$ cat src/hdl/ova_pkg.sv
// Package for the orientation vector advect core.
// Fixed-point widths, stage counts and register indexes; no dependencies.
`default_nettype none
package ova_pkg;

	localparam int FRAC_BITS  = 30;        // Q2.30 vectors
	localparam int STEP_SHIFT = 18;        // gradient * step scaled down to Q.30
	localparam int VEC_W      = 32;        // one input/output component
	localparam int N_GRAD     = 9;         // 3x3 gradient entries
	localparam int A_W        = 64 - STEP_SHIFT; // scaled gradient
	localparam int PP_W       = A_W + 1;   // one n_i * A_ij term
	localparam int P_W        = PP_W + 2;  // p_j, sum of three terms
	localparam int QQ_W       = P_W + 1;
	localparam int Q_W        = QQ_W + 2;  // n.A.n
	localparam int T_W        = Q_W + 1;
	localparam int V_W        = T_W + 1;   // advected vector component
	localparam int LEAD_W     = 6;         // bit index into V_W
	localparam int W_W        = FRAC_BITS + 1; // normalized magnitude
	localparam int SUM_W      = 64;
	localparam int ROOT_W     = 32;
	localparam int NUM_W      = W_W + FRAC_BITS + 1;
	localparam int SQRT_STAGES = ROOT_W;
	localparam int DIV_STAGES  = ROOT_W;
	localparam int FRONT_STAGES = 16;

	localparam logic [SUM_W-1:0]  LEN_LIMIT = 64'h0400_0000_0000_0000; // 0.5^2 in Q4.60
	localparam logic [ROOT_W-1:0] SAT_MAX   = 32'h7FFF_FFFF;

	// configuration register indexes
	localparam int CFG_IDX_W  = 1;
	localparam int CFG_DATA_W = 32;
	localparam logic [CFG_IDX_W-1:0] CFG_FIRST_STEP  = 1'd0;
	localparam logic [CFG_IDX_W-1:0] CFG_STEP_LENGTH = 1'd1;

	localparam int IN_W  = VEC_W * (3 + N_GRAD);
	localparam int OUT_W = VEC_W * 3;

	typedef logic signed [VEC_W-1:0] comp_t;

endpackage
`default_nettype wire

$ cat src/hdl/ova_mulq.sv
// Two-stage floor(a * b / 2^30) for a wide signed a and 32-bit signed b.
// Split into two partial products of at most 32x32; depends on ova_pkg.
`default_nettype none
module ova_mulq import ova_pkg::*; #(
	parameter int AW = 46  // 32 < AW < 64
) (
	input  wire logic                 clk,
	input  wire logic                 en,
	input  wire logic signed [AW-1:0] a,
	input  wire logic signed [VEC_W-1:0] b,
	output logic signed [AW:0]        y
);
	localparam int LO_W = VEC_W - 1;
	localparam int HI_W = AW - LO_W;
	localparam int PW   = AW + VEC_W;

	logic signed [2*VEC_W-1:0]      lo_s1;
	logic signed [HI_W+VEC_W-1:0]   hi_s1;
	logic signed [PW-1:0]           full_c;
	logic signed [AW:0]             y_s2;

	always_ff @(posedge clk) begin
		if (en) begin
			lo_s1 <= $signed({1'b0, a[LO_W-1:0]}) * b;
			hi_s1 <= $signed(a[AW-1:LO_W]) * b;
		end
	end

	assign full_c = (PW'(hi_s1) <<< LO_W) + PW'(lo_s1);

	always_ff @(posedge clk) begin
		if (en) y_s2 <= full_c[FRAC_BITS+AW:FRAC_BITS];  // floor by truncation
	end

	assign y = y_s2;
endmodule
`default_nettype wire

$ cat config.mk
export PLATFORM = sky130hd
export DESIGN_NAME = ova_mulq
export DESIGN_NICKNAME = d
export VERILOG_FILES = /design/src/hdl/ova_pkg.sv /design/src/hdl/ova_mulq.sv
export SDC_FILE = /design/constraint.sdc
export NUM_CORES = 2
export LEC_CHECK = 0
export ABC_AREA = 1
export BUFFER_PORTS_ARGS = -buffer_cell sky130_fd_sc_hd__buf_2
export CAP_MARGIN = 0
export CORE_ASPECT_RATIO = 1.75
export CORE_MARGIN = 2
export CORE_UTILIZATION = 35
export DETAILED_ROUTE_END_ITERATION = 10
export PLACE_DENSITY = 0.61
export SLEW_MARGIN = 20
export SYNTH_ARGS = -nofsm -noshare
export SYNTH_HDL_FRONTEND = slang
export SYNTH_SLANG_ARGS = --single-unit
$ cat constraint.sdc
create_clock -name clk -period 8.8 [get_ports clk]
set_input_delay 1.32 -clock clk [delete_from_list [all_inputs] [get_ports clk]]
set_output_delay 1.32 -clock clk [all_outputs]
set_load 0.03 [all_outputs]
==> results_dict.tcl <==
set metrics [dict create \
    crit_path_frequent_cell "fa_1" \
    synth_cells 7657 \
    mostFrequentLayoutCells "2313 x inv_1, 2111 x nand2_1, 1305 x fa_1" \
    maxCapViolCount 0 \
    drtIter0Drc 2895 \
    grt_antenna_before_repair 19 \
    synth_seq_cells 127 \
    syn2layout_area_growth_pct 6.577 \
    pin_count 127 \
    root_buffer "clkbuf_16" \
    netlist.area_leader.share_pct 44.37 \
    die_y_um 546.6 \
    clkSinkCount 127 \
    final_common_cell "inv_1" \
    drt_wl_total_um 201000 \
    hold_path.class "reg2reg" \
    grt_start_max_net_pins 66 \
    critPathKind "in2reg" \
    synthArstFlopShare_pct 0 \
    critPathRequiredTime_ps 8930 \
    drc_errors 0 \
    seq_area_um2 3814 \
    critPathSlowestCell "buf_2" \
    drive_gt1_share_pct 4.974 \
    synth_area_per_cell_um2 7.690 \
    clk_pin_slew_ps 70 \
    drt_first_pass_iters 6 \
    dieArea_um2 171700 \
    cp_max_fo 33 \
    vias 47791 \
    yosysUniqueCellTypes 44 \
    maxSlewViolCount 0 \
    cp.arrival_ps 8550 \
    place_inst 9819 \
    die_x_um 314.1 \
    gp_congestion 0.9739 \
    max_freq_ghz 0.1188 \
    cts_hold_buf 0 \
    seq_area_frac_synth_pct 6.477 \
    fin_crit_ps 8419 \
    relSlewSlack_pct 27.73 \
    tightestPinTransition_ps 1084 \
    cts_max_level 4 \
    postCtsSetupBuffers 0 \
    grt_pass1_vias 53397 \
    numCtsBuffers 17 \
    crit_path_start_kind "input pin" \
    n_fill_cell 17396 \
    core.rowCount 199 \
    placed_area_um2 62140 \
    clockBufferDepth 2 \
    synth_nets 9493 \
    synthTopCellsByArea "fa_1 44%, inv_1 15%, nand2_1 13%" \
    port_buffers 126 \
    synth_edf_count 127 \
    finalHoldViolCount 0 \
    endpoint_kind "flip-flop" \
    critPathLaunch "b[8]" \
    skew_ps 19.34 \
    slowest_delay_ps 760 \
    viasPerCell 4.846 \
    nNetsFinal 9463 \
    grt_overflow 0 \
    core_area_um2 167600 \
    drtAntennaViolNets 0 \
    cp_cell_sequence "buf_2, nand2_1, fa_1, fa_1, fa_1, fa_1, inv_1, fa_1, fa_1, fa_1, inv_1, fa_1, inv_1, ha_1, a21oi_1, o21ai_0, a21oi_1, nor2_1, nor2_1, nand2_1, nand2_1, nand2_1" \
    cts_tree "built" \
    rsz0062_at_grt "false" \
    clock_latency_ps 470 \
    wl_per_cell_um 20.39 \
    stdcell_count 9861 \
    ctsResizeCount 0 \
    ys_warn_count 0 \
    hold_start "lo_s1[30]$_DFFE_PP_" \
    ys.flop_type "edfxtp_1" \
    r2r-start "lo_s1[63]$_DFFE_PP_" \
    start_util_pct 35.14 \
    setup_violations 0 \
    design_area_um2 62750 \
    netlist.top_cell.by_area "fa_1" \
    dp_hpwl_um 170200 \
    track_usage_pct 23.88 \
    multiInputGateArea_um2 45200 \
    grt_pass1_wl_um 308500 \
    syn_area_um2 58880 \
    status "complete, no violations" \
    fin_crit_sh_pct 95.67 \
]
registers in the layout (all words and copies together), names as in the netlist:
register / count
hi_s1: 46
lo_s1: 34
y: 47
cells in the mapped netlist, types with 3 or more instances:
cell      count
xnor2_1      26
o21ai_0     102
xor2_1       51
clkbuf_1    230
fa_1       1305
a31oi_1       3
nand3_1     132
edfxtp_1    127
or2_2        44
buf_1        66
nor4_1        4
nand4_1      37
and2_1        3
nand2_2       9
inv_2        14
inv_1      2313
a21oi_1     197
a21oi_2       4
nor3_1       22
nand3b_1      4
nand2_1    2111
nand3_2       3
nor3_2        9
ha_1        451
o21ai_1      13
a21o_1       10
o21bai_1     25
a21boi_0      5
nor2_1      301
and3_1        3
o21a_1        6
nor2_2        9
cell type report:
cell class	instances	share of cell area (%)
Inverter	2329	13.93
Clock buffer	17	0.6779
Tap cell	2211	4.408
Timing Repair Buffer	249	2.580
Antenna cell	10	0.03988
Clock inverter	15	0.2592
Multi-Input combinational cell	4903	72.03
Sequential cell	127	6.077
routing by layer:
metal  routed length, um  part of all wire (%)  global-route usage, %
met2              105600                    53                  44.35
met5                  61                 0.030                      0
met1               69410                    35                  25.17
met4               15880                   7.9                  15.78
met3               10060                   5.0                  2.655
logic make-up after synthesis:
family                   Yosys count  synth area share [%]
AO/OA/AOI/OAI                    374                 3.491
AND/OR/NAND/NOR                 2696                 18.17
buffers and inverters           2627                 16.76
XOR/XNOR                          77                 1.145
flip-flops                       127                 6.477
adder cells (fa/ha/maj)         1756                 53.95
path summary, 6_finish.rpt:
kind | slack (ps) | endpoint | cells after the start
min reg2reg | 440 | y[0]$_DFFE_PP_ | 0
max | 380 | lo_s1[48]$_DFFE_PP_ | 22
max reg2reg | 5700 | y[37]$_DFFE_PP_ | 8
min | 440 | y[0]$_DFFE_PP_ | 0
worst max-delay path: cells and delay by family:
family	cells	cell delay [ps]
and+or+nand+nor	6	900
AOI/OAI and AO/OA	3	840
buffers and inverters	4	910
adders and majority gates	9	4500
stage by stage:
step | setup TNS, ps | hold slack, ps | worst slack, ps | util, %
after floorplan | 0 | 400.3 | 1246 | -
after global placement | -11.25 | 417.7 | -6.191 | 37.08
after detailed placement | -92.24 | 424.7 | -58.14 | 37.08
after CTS | 0 | 442.5 | 461.7 | 37.43
after global routing | 0 | 468.5 | 156.0 | 37.44
final | 0 | 438.4 | 380.9 | 37.45
Power is left out: the tool's default activity adds up to more than one toggle a clock period on the data nets, which glitch-free logic cannot reach.
