===== src/hdl/ova_pkg.sv =====
// Package for the orientation vector advect core.
// Fixed-point widths, stage counts and register indexes; no dependencies.
`default_nettype none
package ova_pkg;

	localparam int FRAC_BITS  = 30;        // Q2.30 vectors
	localparam int STEP_SHIFT = 18;        // gradient * step scaled down to Q.30
	localparam int VEC_W      = 32;        // one input/output component
	localparam int N_GRAD     = 9;         // 3x3 gradient entries
	localparam int A_W        = 64 - STEP_SHIFT; // scaled gradient
	localparam int PP_W       = A_W + 1;   // one n_i * A_ij term
	localparam int P_W        = PP_W + 2;  // p_j, sum of three terms
	localparam int QQ_W       = P_W + 1;
	localparam int Q_W        = QQ_W + 2;  // n.A.n
	localparam int T_W        = Q_W + 1;
	localparam int V_W        = T_W + 1;   // advected vector component
	localparam int LEAD_W     = 6;         // bit index into V_W
	localparam int W_W        = FRAC_BITS + 1; // normalized magnitude
	localparam int SUM_W      = 64;
	localparam int ROOT_W     = 32;
	localparam int NUM_W      = W_W + FRAC_BITS + 1;
	localparam int SQRT_STAGES = ROOT_W;
	localparam int DIV_STAGES  = ROOT_W;
	localparam int FRONT_STAGES = 16;

	localparam logic [SUM_W-1:0]  LEN_LIMIT = 64'h0400_0000_0000_0000; // 0.5^2 in Q4.60
	localparam logic [ROOT_W-1:0] SAT_MAX   = 32'h7FFF_FFFF;

	// configuration register indexes
	localparam int CFG_IDX_W  = 1;
	localparam int CFG_DATA_W = 32;
	localparam logic [CFG_IDX_W-1:0] CFG_FIRST_STEP  = 1'd0;
	localparam logic [CFG_IDX_W-1:0] CFG_STEP_LENGTH = 1'd1;

	localparam int IN_W  = VEC_W * (3 + N_GRAD);
	localparam int OUT_W = VEC_W * 3;

	typedef logic signed [VEC_W-1:0] comp_t;

endpackage
`default_nettype wire


===== src/hdl/ova_isqrt.sv =====
// Pipelined 64-bit integer square root, one result bit per stage.
// Depends on ova_pkg for widths and stage count.
`default_nettype none
module ova_isqrt import ova_pkg::*; (
	input  wire logic              clk,
	input  wire logic              en,
	input  wire logic [SUM_W-1:0]  s,
	output logic [ROOT_W-1:0]      r
);
	logic [SUM_W-1:0] rem_s  [SQRT_STAGES];
	logic [SUM_W-1:0] root_s [SQRT_STAGES];

	for (genvar k = 0; k < SQRT_STAGES; k++) begin : g_st
		localparam logic [SUM_W-1:0] BIT = SUM_W'(1) << (SUM_W - 2 - 2*k);
		logic [SUM_W-1:0] s_in, r_in, trial;
		if (k == 0) begin : g_first
			assign s_in = s;
			assign r_in = '0;
		end else begin : g_next
			assign s_in = rem_s[k-1];
			assign r_in = root_s[k-1];
		end
		assign trial = r_in + BIT;
		always_ff @(posedge clk) begin
			if (en) begin
				if (s_in >= trial) begin
					rem_s[k]  <= s_in - trial;
					root_s[k] <= (r_in >> 1) + BIT;
				end else begin
					rem_s[k]  <= s_in;
					root_s[k] <= r_in >> 1;
				end
			end
		end
	end

	assign r = root_s[SQRT_STAGES-1][ROOT_W-1:0];
endmodule
`default_nettype wire


===== config.mk =====
export PLATFORM = sky130hd
export DESIGN_NAME = ova_isqrt
export DESIGN_NICKNAME = d
export VERILOG_FILES = /design/src/hdl/ova_pkg.sv /design/src/hdl/ova_isqrt.sv
export SDC_FILE = /design/constraint.sdc
export NUM_CORES = 2
export LEC_CHECK = 0
export BUFFER_PORTS_ARGS = -buffer_cell sky130_fd_sc_hd__buf_2
export CORE_MARGIN = 10
export CORE_UTILIZATION = 40
export CTS_BUF_LIST = sky130_fd_sc_hd__clkbuf_8 sky130_fd_sc_hd__clkbuf_16
export CTS_CLUSTER_DIAMETER = 60
export DETAILED_ROUTE_END_ITERATION = 8
export SLEW_MARGIN = 20
export SYNTH_ARGS = -nofsm -noshare
export SYNTH_HDL_FRONTEND = slang
export SYNTH_SLANG_ARGS = --single-unit

===== constraint.sdc =====
create_clock -name clk -period 4.9 [get_ports clk]
set_input_delay 0.245 -clock clk [delete_from_list [all_inputs] [get_ports clk]]
set_output_delay 0.245 -clock clk [all_outputs]
set_load 0.02 [all_outputs]

==> results.cfg <==
[yosys]
synth_seq_cells = 2512
syn_area_sq_um = 122100
synthArstFlopShare_pct = 0
synth_nets = 10580
synth_area_per_cell_sq_um = 12.26
synth_edf_count = 2512
ys_seq_area_share_pct = 61.76
synth_warnings = 0
synth-main-ff-cell = edfxtp_1
synth_cells = 9960
synth_cell_type_count = 86

[sta]
max_slew_margin_pct = 13.17
setup_violations = 0
worst_pin_slew_ns = 1.290
fmax_mhz = 225.7
rsz0062_at_grt = no
fin_skew_ns = 0.08414
fin_crit_sh_pct = 90.41
min_period_ns = 4.430
slew_viol_final = 0
hold_violations = 0
setup_tns_ns = 0
fin_hold_ws_ns = 0.09808

[routing]
drt-pass1-iter-count = 6
ant_nets = 0
wl_microns = 320700
wire_per_inst_microns = 21.82
num_vias = 81160
viasPerCell = 5.524
drc = 0
drt_iter0_markers = 8619

[clock_tree]
cts_resized = 0
cts_hold_buf = 126
clock_latency_ns = 0.92
cts_inserted_buffers = 298
cts-root-buf = clkbuf_16
postCtsSetupRepairBufs = 0
clock_path_buffers = 4
clkTransAtPathRegs_ns = 0.07
cts_tree = built
cts.htree.levels = 5
cts_sinks = 2512

[die]
core_area_sq_um = 303500
core.rowCount = 202
initial_core_util_pct = 40.24
floorplan.die.width_microns = 572.6
die_area_sq_um = 327900
ios = 98
die_h_microns = 572.6

[critical_path]
slowest_stage = a2111oi_0
worst-setup-path-type = flop to flop
reg2reg_from = root_s[1][290]
critPathRequiredTime_ns = 5.56
crit_chain = inv_1 > ha_1 > a211o_1 > or3b_2 > a2111oi_0 > nor3_1 > o31ai_1 > o211ai_1 > or4_1 > nor4_1 > xor2_1
cp-end-kind = flop
cp.arrival_ns = 5.09
start_kind = flop
path_buf_inv = 1
cp_top_family = compound AO/OA/AOI/OAI gates
critical_path.startpoint = root_s[1][290]
cp_slowest_stage_delay_ns = 0.91
critical_path.max_fanout = 6

[min_path]
hp-class = input pin to flop
hp-start = s[8]

[run_status]
status = complete, no violations

[place]
portBuffers = 97
place_congestion = 0.9304
dpl.hpwl_microns = 242700

[power]
switchingPower_uw = 20070
seq_power_share_pct = 45.4
p_clk_share_pct = 33.3
cellLeakagePower_uw = 0.05138
power_density_nw_per_um2 = 470.0
internal_power_uw = 45310
combinationalPowerShare_pct = 21.3
switching_share_pct = 30.70
vdd_drop_max_mv = 0.3097

[final_layout]
layout-drive-gt1-share_pct = 7.691
syn_to_final_growth_pct = 13.89
regArea_sq_um = 75430
layout_common_cells = edfxtp_1 (2,512), nand2_1 (809), inv_1 (719)
layout.nets = 11000
n_fill_cell = 27050
multiInputGateArea_sq_um = 43370
layout_commonest_cell = edfxtp_1

[global_route]
grt_pass1_wl_microns = 485400
grt_antenna_before_repair = 18
gr-total-overflow = 0
grt_max_degree = 182
grt_usage_pct = 18.92
grt_pass1_vias = 78590

[job]
cap_viol_max_count = 0
==> synth_stat cells (all sizes together), types with 11 or more instances <==
library cell  instances  area (sq um)
nor3b                24         180.2
nor4                389          2440
or4                 101         765.7
and4b                11         110.1
a211o                21         183.9
o21ai               605          3028
nand3b               40         300.3
a311oi               11         102.6
nand2b              117         732.0
o21a                 90         675.7
or3                 103         645.6
nor2                553          2076
xnor2               436          3819
edfxtp             2512         75430
a21o                212          1592
a2111oi              23         207.7
a21oi               509          2547
and4                 23         201.4
a211oi               55         417.9
or2                  53         331.6
a31oi                56         350.3
nor4b                52         455.4
nand2               809          3037
o41ai                11         96.34
inv                 679          2549
mux2                 43         484.2
o211ai               47         352.8
nor2b                70         437.9
buf                  37         176.4
nor3                293          1466
clkbuf              198         743.2
and3                 50         312.8
nand4b               30         262.8
o2111ai              15         131.4
a21boi               22         165.2
nand4               195          1220
o21bai               45         337.8
and2                 39         244.0
nand3               180         900.9
ha                  558          6982
o31ai                38         285.3
xor2                457          4003
==> kinds of logic (layout without fill, tap and decap cells) <==
family | after synthesis | count (layout) | synth area share (%)
simple gates | 3163 | 3163 | 13.44
compound gates | 1867 | 1867 | 9.368
buf+inv | 914 | 1564 | 2.840
flops | 2512 | 2512 | 61.76
mux | 53 | 53 | 0.4784
other cells | 0 | 3 | 0
xor+xnor | 893 | 893 | 6.403
fa+ha+maj | 558 | 558 | 5.716
==> flip-flops by register name (all words and copies together), names as in the netlist <==
signal / flops
root_s: 528
rem_s: 1984
==> power by group through the flow <==
| stage | registers [uW] | logic (uW) | clock network, uW |
|---|---|---|---|
| after floorplan | 28900 | 9850 | 0 |
| after global placement | 30000 | 13500 | 0 |
| after detailed placement | 30100 | 13600 | 0 |
| after CTS | 29700 | 13800 | 22300 |
| after global routing | 29900 | 15400 | 23200 |
| final | 29700 | 13900 | 21800 |
==> area by class of cell <==
class | count | area share [%]
well taps | 4080 | 3.670
inverters | 679 | 1.832
repair buffers | 353 | 2.088
clock buffers | 301 | 5.414
flip-flops and latches | 2512 | 54.22
clock inverters | 231 | 1.594
diodes | 3 | 0.005396
multi-input cells | 6534 | 31.17
==> per-stage QoR <==
| step | worst slack (ns) | total power [uW] | utilization, % | cells | area (sq um) |
|---|---|---|---|---|---|
| after floorplan | 0.8617 | 38740 | - | 9960 | 122100 |
| after detailed placement | 0.4355 | 43640 | 42.20 | 14030 | 128100 |
| after global routing | 0.2393 | 68580 | 45.83 | 14690 | 139100 |
| after CTS | 0.4459 | 65730 | 45.83 | 14690 | 139100 |
| final | 0.4700 | 65390 | 45.83 | 14690 | 139100 |
| after global placement | 0.4291 | 43520 | 42.20 | 14030 | 128100 |
==> worst register-to-register path: cells and delay by family (launching register included) <==
kind	cells	cell delay, ns
AOI/OAI and AO/OA	4	1.77
xor gates and xnor gates	1	0.11
adders and majority gates	1	0.36
buffers and inverters	1	0.07
DFF	1	0.39
and+or+nand+nor	4	1.48
==> path summary, 6_finish.rpt <==
path	cells after the start	slack [ns]	end
max	11	0.47	rem_s[1][379]
min	2	0.1	rem_s[0][8]
max reg2reg	11	0.47	rem_s[1][379]
min reg2reg	0	0.40	rem_s[1][584]
==> per-layer routing <==
layer  global-route usage [%]  wire [microns]  up-vias
li1                         -               -    38310
met1                    28.01          150200    39690
met2                    28.92          140100     2741
met3                    3.509           23270      424
met4                    4.299            7079        0
met5                        0               0        -
Note: power is estimated with default switching activity, not from simulation.
