<file path="src/hdl/ova_delay.sv">
// Delay line with a valid bit, advancing on the shared pipeline enable.
// No package dependencies; width and depth come from the caller.
`default_nettype none
module ova_delay #(
	parameter int W = 8,
	parameter int D = 2
) (
	input  wire logic         clk,
	input  wire logic         arst_n,
	input  wire logic         en,
	input  wire logic         vin,
	input  wire logic [W-1:0] din,
	output logic              vout,
	output logic [W-1:0]      dout
);
	logic [W-1:0] dat_q [D];
	logic [D-1:0] vld_q;

	always_ff @(posedge clk or negedge arst_n) begin
		if (!arst_n) begin
			vld_q <= '0;
		end else if (en) begin
			vld_q <= {vld_q[D-2:0], vin};
		end
	end

	always_ff @(posedge clk) begin
		if (en) begin
			dat_q[0] <= din;
			for (int k = 1; k < D; k++) dat_q[k] <= dat_q[k-1];
		end
	end

	assign vout = vld_q[D-1];
	assign dout = dat_q[D-1];
endmodule
`default_nettype wire

</file>
<file path="config.mk">
export PLATFORM = sky130hd
export DESIGN_NAME = ova_delay
export DESIGN_NICKNAME = d
export VERILOG_FILES = /design/src/hdl/ova_delay.sv
export SDC_FILE = /design/constraint.sdc
export NUM_CORES = 1
export LEC_CHECK = 0
export BUFFER_PORTS_ARGS = -buffer_cell sky130_fd_sc_hd__buf_2
export CORE_UTILIZATION = 45
export CTS_CLUSTER_DIAMETER = 100
export CTS_CLUSTER_SIZE = 25
export DETAILED_ROUTE_END_ITERATION = 8
export PLACE_DENSITY = 0.73
export SYNTH_ARGS = -nofsm -noshare
export SYNTH_HDL_FRONTEND = slang
export SYNTH_SLANG_ARGS = --single-unit
export TNS_END_PERCENT = 1
</file>
<file path="constraint.sdc">
create_clock -name clk -period 1 [get_ports clk]
set_input_delay 0 -clock clk [delete_from_list [all_inputs] [get_ports clk]]
set_output_delay 0 -clock clk [all_outputs]
set_load 0.05 [all_outputs]
</file>
==> results by group, run 1 <==
Run status
  • Outcome: finished, final reports clean

Clock tree
  • H-tree levels: 1
  • Worst-path clk slew: 90 ps
  • CTS Buffer Depth: 2
  • CTS resizes: 0
  • CTS Root Cell: clkbuf_4
  • # hold bufs at CTS: 10
  • Worst-Skew Late Latency: 280 ps
  • CTS tree: yes
  • Post-CTS setup buffers: 0
  • # clock sinks: 18
  • CTS buffer count: 3

Yosys
  • Synth top area cells: edfxtp_1, buf_4, dfrtp_1
  • Area share of the largest cell type after synthesis: 78.4%
  • Share of the yosys chip area belonging to registers: 86.5%
  • Most common library cells after synthesis: edfxtp_1, buf_4, dfrtp_1, mux2_2
  • Ys Warns: 0
  • Count leader, synth: edfxtp_1
  • Asr flop ratio synth: 11.1%
  • Per-instance average area after synthesis: 21.9 sq um
  • #FFs+latches synth: 18
  • Dominant synthesized flop cell: edfxtp_1
  • Post-Syn Instances: 28
  • Post-synth EDFFs: 16
  • Post-Synthesis Cell Area: 613 sq um
  • Unique masters post-synth: 4
  • Post-Syn Nets: 40
  • Area leader, netlist: edfxtp_1

Routing
  • Post-route ant nets: 0
  • Wire per inst: 12.4 um
  • Final WL: 841 um
  • DR DRC count: 0
  • Total number of vias: 298
  • Vias/cell: 4.38
  • Iter 0 DRT Violations: 1
  • DR pass1 iterations: 2

Critical path
  • Critical Path RT: 1000 ps
  • Reg2reg start: vld_q[0]
  • Reg2reg setup slack: 230 ps
  • Worst-path cell chain: buf_2
  • Critical R2R Capture: vld_q[1]
  • Slowest stage delay, CP: 360 ps
  • Slowest cell on the critical path: dfrtp_1
  • Crit. End Element: primary output
  • R2R depth: 1
  • CP top delay family: flip-flops
  • CP Buf/Inv Count: 1
  • Data arrival time of the worst path: 900 ps
  • Setup CP Type: flip-flop to primary output
  • Startpoint class of the critical path: flip-flop
  • Worst Setup SP: vld_q[1]
  • Crit path max fanout: 2

Floorplanning
  • Ports: 21
  • Die Area: 0.00151 sq mm
  • Die height: 38.9 um
  • Die width: 38.9 um
  • Core ar.: 0.00119 sq mm
  • FP Rows: 12
  • Starting Density: 51.7%

Global routing
  • Grt total ovfl: 0
  • Global Route Usage Sum: 14.1%
  • Initial antenna violation count: 0
  • Vias in the first global route: 311
  • First-pass GRT wire length: 1.30 mm
  • Largest net degree at the start of global routing: 11

Timing
  • Final period demand of the worst path: 896 ps
  • Max frequency: 1120 MHz
  • Setup Skew: 2.48 ps
  • Slew @ Worst Pin: 252 ps
  • Final Hold Violating Endpoints: 0
  • Final Cycle Share: 89.6%
  • Final setup TNS: 0 ps
  • Final Setup Violations: 0
  • Slew Limit Fails: 0
  • RSZ-0062 raised after global routing: false
  • Relative slew slack: 83.3%

Pwr
  • Worst ir drop on vdd: 967 uV
  • Leakage Power: 0.327 nW
  • PwrDens: 1780 mW/mm^2

Place
  • Placed cells: 55
  • Placer Congestion: 0.543
  • Port bufs: 20
  • Dpl cell area: 678 sq um

Cells and area
  • Finished Cell Area: 801 sq um
  • ANT cells: 0
  • Synth-to-Final Area Change: 30.6%
  • Nets@finish: 68
  • Post-Layout Cell Count: 68
  • Layout cells sized above 1: 48.1%

Worst hold path
  • Min-delay worst type: primary input to async pin

Flow run
  • Max Cap Viol: 0
==> final cells by class <==
cell class                      count  area [sq um]
Clock buffer                        3          22.5
Fill cell                          81           385
Multi-Input combinational cell      2          22.5
Sequential cell                    18           531
Tap cell                           14          17.5
Timing Repair Buffer               31           208
==> registers in the layout (all words and copies together) (netlist names) <==
name   cells
vld_q      2
dat_q     16
==> where the power goes <==
| part | total, W | leakage (nW) | internal [W] | switching (W) |
|---|---|---|---|---|
| registers | 0.000901 | 0.180 | 0.000885 | 0.0000166 |
| logic | 0.000204 | 0.133 | 0.0000695 | 0.000134 |
| clock network | 0.000323 | 0.0138 | 0.000139 | 0.000184 |
==> worst max path at each step <==
| stage | to | slack [ps] | cells after the start |
|---|---|---|---|
| 2_1_floorplan | vld_q[1] | 10 | 1 |
| 3_3_place_gp | vld_q[1] | 280 | 1 |
| 3_5_place_dp | vld_q[1] | 240 | 1 |
| 4_1_cts | vout | 90 | 1 |
| 5_1_grt | dout[6] | 50 | 1 |
| 6_report | vout | 100 | 1 |
==> per-layer routing <==
metal | track usage (%) | wire length (um)
met1 | 15.6 | 344
met2 | 23.3 | 455
met3 | 3.47 | 42
met4 | 10.3 | 0
met5 | 0 | 0
==> cell families after synthesis <==
kind of cell / after synthesis / synth area share [%]
DFF: 18 / 86.5
buffers and inverters: 8 / 9.80
muxes: 2 / 3.67
==> layout by cell type (no fill, tap or decap) <==
cell           netlist  layout
buf_2                0      20
buf_4                8       1
dfrtp_1              2       2
edfxtp_1            16      16
dlygate4sd3_1        0      10
mux2_2               2       2
clkbuf_4             0       3
==> metrics by stage <==
stage               power, W  hold slack [ps]  util, %  setup WS (ps)
floorplan            0.00105             -296        -           12.0
global placement     0.00108             -216     57.2            276
detailed placement   0.00109             -209     57.2            239
CTS                  0.00144             17.2     67.5           87.5
global route         0.00149             18.3     67.5           54.7
finish               0.00143             38.4     67.5            104
(Power assumes the default switching activity.)
==> inputs of run 2 (changes only) <==
ABC_AREA = 1   (was unset)
SKIP_CTS_REPAIR_TIMING = 1   (was unset)
==> results by group, run 2 <==
Floorplanning
  • Die Area: 0.00152 sq mm
  • FP Rows: 12
  • Ports: 21
  • Starting Density: 52.0%
  • Die width: 39.0 um
  • Die height: 39.0 um
  • Core ar.: 0.00119 sq mm

Cells and area
  • Post-Layout Cell Count: 73
  • Layout Utilization: 67.5%
  • Max FFs per register: 16
  • Synth-to-Final Area Change: 29.8%
  • Register name with the most flops: dat_q
  • Top Registers: dat_q: 16 flops, vld_q: 2 flops
  • Most frequent cells in the layout: buf_2, edfxtp_1, dlygate4sd3_1, nand2_1, clkbuf_4
  • Nets@finish: 72
  • Finished Cell Area: 801 sq um
  • Layout cells sized above 1: 39.0%
  • ANT cells: 0
  • Most common cell after layout, fill and taps aside: buf_2

Clock tree
  • CTS Root Cell: clkbuf_4
  • # clock sinks: 18
  • Worst-Skew Late Latency: 280 ps
  • CTS tree: yes
  • CTS Buffer Depth: 2
  • H-tree levels: 1
  • Worst-path clk slew: 80 ps
  • CTS buffer count: 3

Critical path
  • Worst-path cell chain: buf_2
  • CP top delay family: flip-flops
  • Crit path max fanout: 2
  • CP Depth: 1
  • Worst Setup SP: vld_q[1]
  • Critical Path Sink: vout
  • Slowest cell on the critical path: dfrtp_1
  • Setup CP Type: flip-flop to primary output
  • Slowest stage delay, CP: 350 ps
  • Startpoint class of the critical path: flip-flop
  • Critical R2R Capture: dat_q[0][10]
  • R2R depth: 0
  • Critical Path RT: 1000 ps
  • Reg2reg setup slack: 380 ps
  • Crit. End Element: primary output
  • Data arrival time of the worst path: 890 ps
  • CP Buf/Inv Count: 1
  • Reg2reg start: dat_q[0][2]

Yosys
  • #FFs+latches synth: 18
  • Ys Warns: 0
  • Post-synth EDFFs: 16
  • Dominant synthesized flop cell: edfxtp_1
  • Asr flop ratio synth: 11.1%
  • Post-Syn Instances: 33
  • Count leader, synth: edfxtp_1
  • Area leader, netlist: edfxtp_1
  • Largest family of logic cells by synthesized area: buffers and inverters
  • Synth Area in Simple Gates: 3.65%
  • Synth top area cells: edfxtp_1, buf_4, dfrtp_1
  • Post-Syn Nets: 45
  • Post-Synthesis Cell Area: 617 sq um
  • Share of the yosys chip area belonging to registers: 86.0%
  • Unique masters post-synth: 5
  • Post-synthesis mux area share: 0%
  • Area share of the largest cell type after synthesis: 77.9%
  • Per-instance average area after synthesis: 18.7 sq um
  • Synth Area in Compound Gates: 0%
  • Adder-Cell Fraction of Synth Area: 0%
  • Most common library cells after synthesis: edfxtp_1, buf_4, nand2_1
  • Synth Area in XOR/XNOR: 0%

Global routing
  • Largest net degree at the start of global routing: 20
  • Initial antenna violation count: 0
  • First-pass GRT wire length: 869 um
  • Global Route Usage Sum: 9.09%
  • Vias in the first global route: 205
  • Grt total ovfl: 0

Timing
  • Setup Skew: 4.16 ps
  • Final Setup Violations: 0
  • Slack of the critical path: 111 ps
  • Relative slew slack: 74.1%
  • Final setup TNS: 0 ps
  • Max frequency: 1130 MHz
  • Final Hold Violating Endpoints: 0
  • Final Cycle Share: 88.9%
  • Final period demand of the worst path: 889 ps
  • RSZ-0062 raised after global routing: false
  • Slew Limit Fails: 0
  • Slew @ Worst Pin: 389 ps

Routing
  • Vias/cell: 4.18
  • DR pass1 iterations: 3
  • Total number of vias: 305
  • Final WL: 748 um
  • Wire per inst: 10.2 um
  • Post-route ant nets: 0
  • DR DRC count: 0
  • Iter 0 DRT Violations: 4

Flow run
  • Max Cap Viol: 0

Place
  • Port bufs: 20
  • Setup WS pre-CTS: 319 ps
  • Dpl hpwl: 465 um
  • Placed cells: 59
  • Placer Congestion: 0.549
  • Dpl cell area: 674 sq um

Run status
  • Outcome: finished, final reports clean

Pwr
  • PwrDens: 1780 mW/mm^2
  • Worst ir drop on vdd: 1060 uV
  • Leakage Power: 0.340 nW

Worst hold path
  • Min-delay worst type: primary input to async pin
-- run 2: cell types whose count changed in the layout (fill, tap and decap cells not counted), sizes merged --
cell / change
mux2: -2
nand2: +6
clkbuf: +1
inv: +1
buf: -1
-- run 2: power breakdown --
| part | switching [W] | leakage [nW] | total (W) | internal (W) |
|---|---|---|---|---|
| Clock | 0.000188 | 0.0150 | 0.000342 | 0.000154 |
| Sequential | 0.0000138 | 0.181 | 0.000897 | 0.000883 |
| Combinational | 0.000129 | 0.144 | 0.000190 | 0.0000611 |
| Total | 0.000331 | 0.340 | 0.00143 | 0.00110 |
-- run 2: per-stage QoR --
stage / hold WS [ps] / total power [W]
detailed placement: -214 / 0.00107
floorplan: -296 / 0.00104
global placement: -215 / 0.00107
finish: 36.4 / 0.00143
CTS: -515 / 0.00142
global route: 28.4 / 0.00149
-- run 2: routing by layer --
metal  track usage (%)  routed length [um]
met5                 0                   0
met4              2.59                   0
met3              5.20                  58
met2              11.3                 378
met1              13.4                 311
-- run 2: area by class of cell --
class | instances | area (sq um)
Timing Repair Buffer | 30 | 200
Inverter | 1 | 3.75
Multi-Input combinational cell | 6 | 22.5
Fill cell | 78 | 385
Sequential cell | 18 | 531
Tap cell | 14 | 17.5
Clock buffer | 4 | 26.3
-- run 2: worst min-delay path by stage --
stage,slack [ps],cells after the start,endpoint,start
detailed placement,-210,1,vld_q[0],arst_n
global route,30,2,vld_q[0],arst_n
floorplan,-300,0,vld_q[0],arst_n
finish,40,2,vld_q[0],arst_n
global placement,-220,1,vld_q[1],arst_n
CTS,-520,1,vld_q[0],arst_n
-- run 2: cell families (layout without fill, tap and decap cells) --
kind of cell  Yosys count  in the layout
buf+inv                 9             35
flops                  18             18
simple gates            6              6
==> inputs of run 3 (changes only) <==
CELL_PAD_IN_SITES_DETAIL_PLACEMENT = 0   (was unset)
CELL_PAD_IN_SITES_GLOBAL_PLACEMENT = 2   (was unset)
CORE_UTILIZATION = 31   (was 45)
PLACE_DENSITY = unset   (was 0.73)
PLACE_DENSITY_LB_ADDON = 0.1   (was unset)
==> results by group, run 3 (synthesized netlist as in run 2, its figures left out) <==
Timing
  • Final Setup Violations: 0
  • Max frequency: 1120 MHz
  • Relative slew slack: 74.0%
  • Final Cycle Share: 89.4%
  • RSZ-0062 raised after global routing: false
  • Slew Limit Fails: 0
  • Final period demand of the worst path: 894 ps
  • Final setup TNS: 0 ps
  • Final Hold Violating Endpoints: 0
  • Slack of the critical path: 106 ps
  • Slew @ Worst Pin: 390 ps
  • Setup Skew: 1.23 ps

Place
  • Setup WS pre-CTS: 293 ps
  • Port bufs: 20
  • Placer Congestion: 0.553

Floorplanning
  • Die Area: 0.00217 sq mm
  • Core ar.: 0.00180 sq mm
  • FP Rows: 15
  • Ports: 21
  • Starting Density: 34.2%
  • Die width: 46.6 um
  • Die height: 46.6 um

Clock tree
  • Worst-path clk slew: 100 ps
  • H-tree levels: 1
  • CTS Root Cell: clkbuf_4
  • CTS buffer count: 3
  • CTS tree: yes
  • Worst-Skew Late Latency: 280 ps
  • CTS Buffer Depth: 2
  • # clock sinks: 18

Critical path
  • Data arrival time of the worst path: 890 ps
  • Slowest stage delay, CP: 390 ps
  • Crit path max fanout: 1
  • Setup CP Type: flip-flop to primary output
  • CP top delay family: flip-flops
  • Startpoint class of the critical path: flip-flop
  • Critical Path RT: 1000 ps
  • Slowest cell on the critical path: edfxtp_1
  • Worst-path cell chain: buf_2
  • Crit. End Element: primary output
  • CP Buf/Inv Count: 1

Routing
  • Iter 0 DRT Violations: 2
  • Final WL: 794 um
  • Wire per inst: 9.45 um
  • Post-route ant nets: 0
  • DR DRC count: 0
  • DR pass1 iterations: 3
  • Vias/cell: 3.86
  • Total number of vias: 324

Cells and area
  • Most frequent cells in the layout: buf_2, edfxtp_1, dlygate4sd3_1, nand2_1, clkbuf_4
  • Register name with the most flops: dat_q
  • Layout cells sized above 1: 40.7%
  • Layout Utilization: 45.8%
  • ANT cells: 0
  • Nets@finish: 72
  • Top Registers: dat_q: 16 flops, vld_q: 2 flops
  • Synth-to-Final Area Change: 33.7%
  • Most common cell after layout, fill and taps aside: buf_2
  • Max FFs per register: 16

Global routing
  • Vias in the first global route: 282
  • Global Route Usage Sum: 7.79%
  • Grt peak-use layer: met2
  • Grt total ovfl: 0
  • Met1 usage: 7.00%
  • First-pass GRT wire length: 1.09 mm
  • Initial antenna violation count: 0
  • Global-route met2 utilization: 14.4%
  • Largest net degree at the start of global routing: 20
  • Met3 GRT Util: 2.35%

Pwr
  • Clock power share: 28.2%
  • Switching portion of total power: 23.1%
  • Sequential power share: 59.2%
  • Worst ir drop on vdd: 908 uV
  • Switching pwr: 0.000349 W
  • Leakage Power: 0.346 nW
  • PwrDens: 1840 mW/mm^2
  • Comb pwr share: 12.6%
  • Pint: 0.00117 W

Flow run
  • Max Cap Viol: 0

Worst hold path
  • Min-delay worst type: primary input to async pin

Run status
  • Outcome: finished, final reports clean
==> run 3: changes by cell type in the layout (fill, tap and decap cells not counted) <==
cell,previous run,this run
clkbuf_1,1,0
clkbuf_8,0,1
==> run 3: power groups by stage <==
stage,logic [W],clock network [W],registers (W)
2_1_floorplan,0.000115,0,0.000928
3_3_place_gp,0.000159,0,0.000912
3_5_place_dp,0.000163,0,0.000915
4_1_cts,0.000163,0.000446,0.000898
5_1_grt,0.000204,0.000473,0.000901
6_report,0.000190,0.000427,0.000897
==> run 3: area by class of cell <==
| type | instances | area, sq um |
|---|---|---|
| Clock buffer | 4 | 36.3 |
| Fill cell | 189 | 977 |
| Inverter | 1 | 3.75 |
| Multi-Input combinational cell | 6 | 22.5 |
| Sequential cell | 18 | 531 |
| Tap cell | 25 | 31.3 |
| Timing Repair Buffer | 30 | 200 |
==> run 3: per-stage QoR <==
step | instances | power, W | hold WS [ps] | area (sq um)
2_1_floorplan | 33 | 0.00104 | -296 | 617
3_3_place_gp | 70 | 0.00107 | -215 | 688
3_5_place_dp | 70 | 0.00108 | -211 | 688
4_1_cts | 74 | 0.00151 | -528 | 724
5_1_grt | 84 | 0.00158 | 18.3 | 825
6_report | 84 | 0.00151 | 18.7 | 825
==> run 3: worst paths after layout <==
kind                                    from           end  slack (ps)  cells past startpoint
worst max-delay path            dat_q[0][15]       dout[7]         110                      1
worst min-delay path                  arst_n      vld_q[1]          20                      2
worst max register to register   dat_q[0][4]  dat_q[0][12]         370                      0
worst min register to register   dat_q[0][1]   dat_q[0][9]         430                      0
max in group asynchronous             arst_n      vld_q[0]         890                      2
min in group clk                          en      vld_q[0]         140                      3
==> run 3: per-layer routing <==
metal | vias to the layer above | share of wire (%)
li1 | 160 | -
met1 | 152 | 38
met2 | 12 | 57
met3 | 0 | 4.8
met4 | 0 | 0
met5 | - | 0
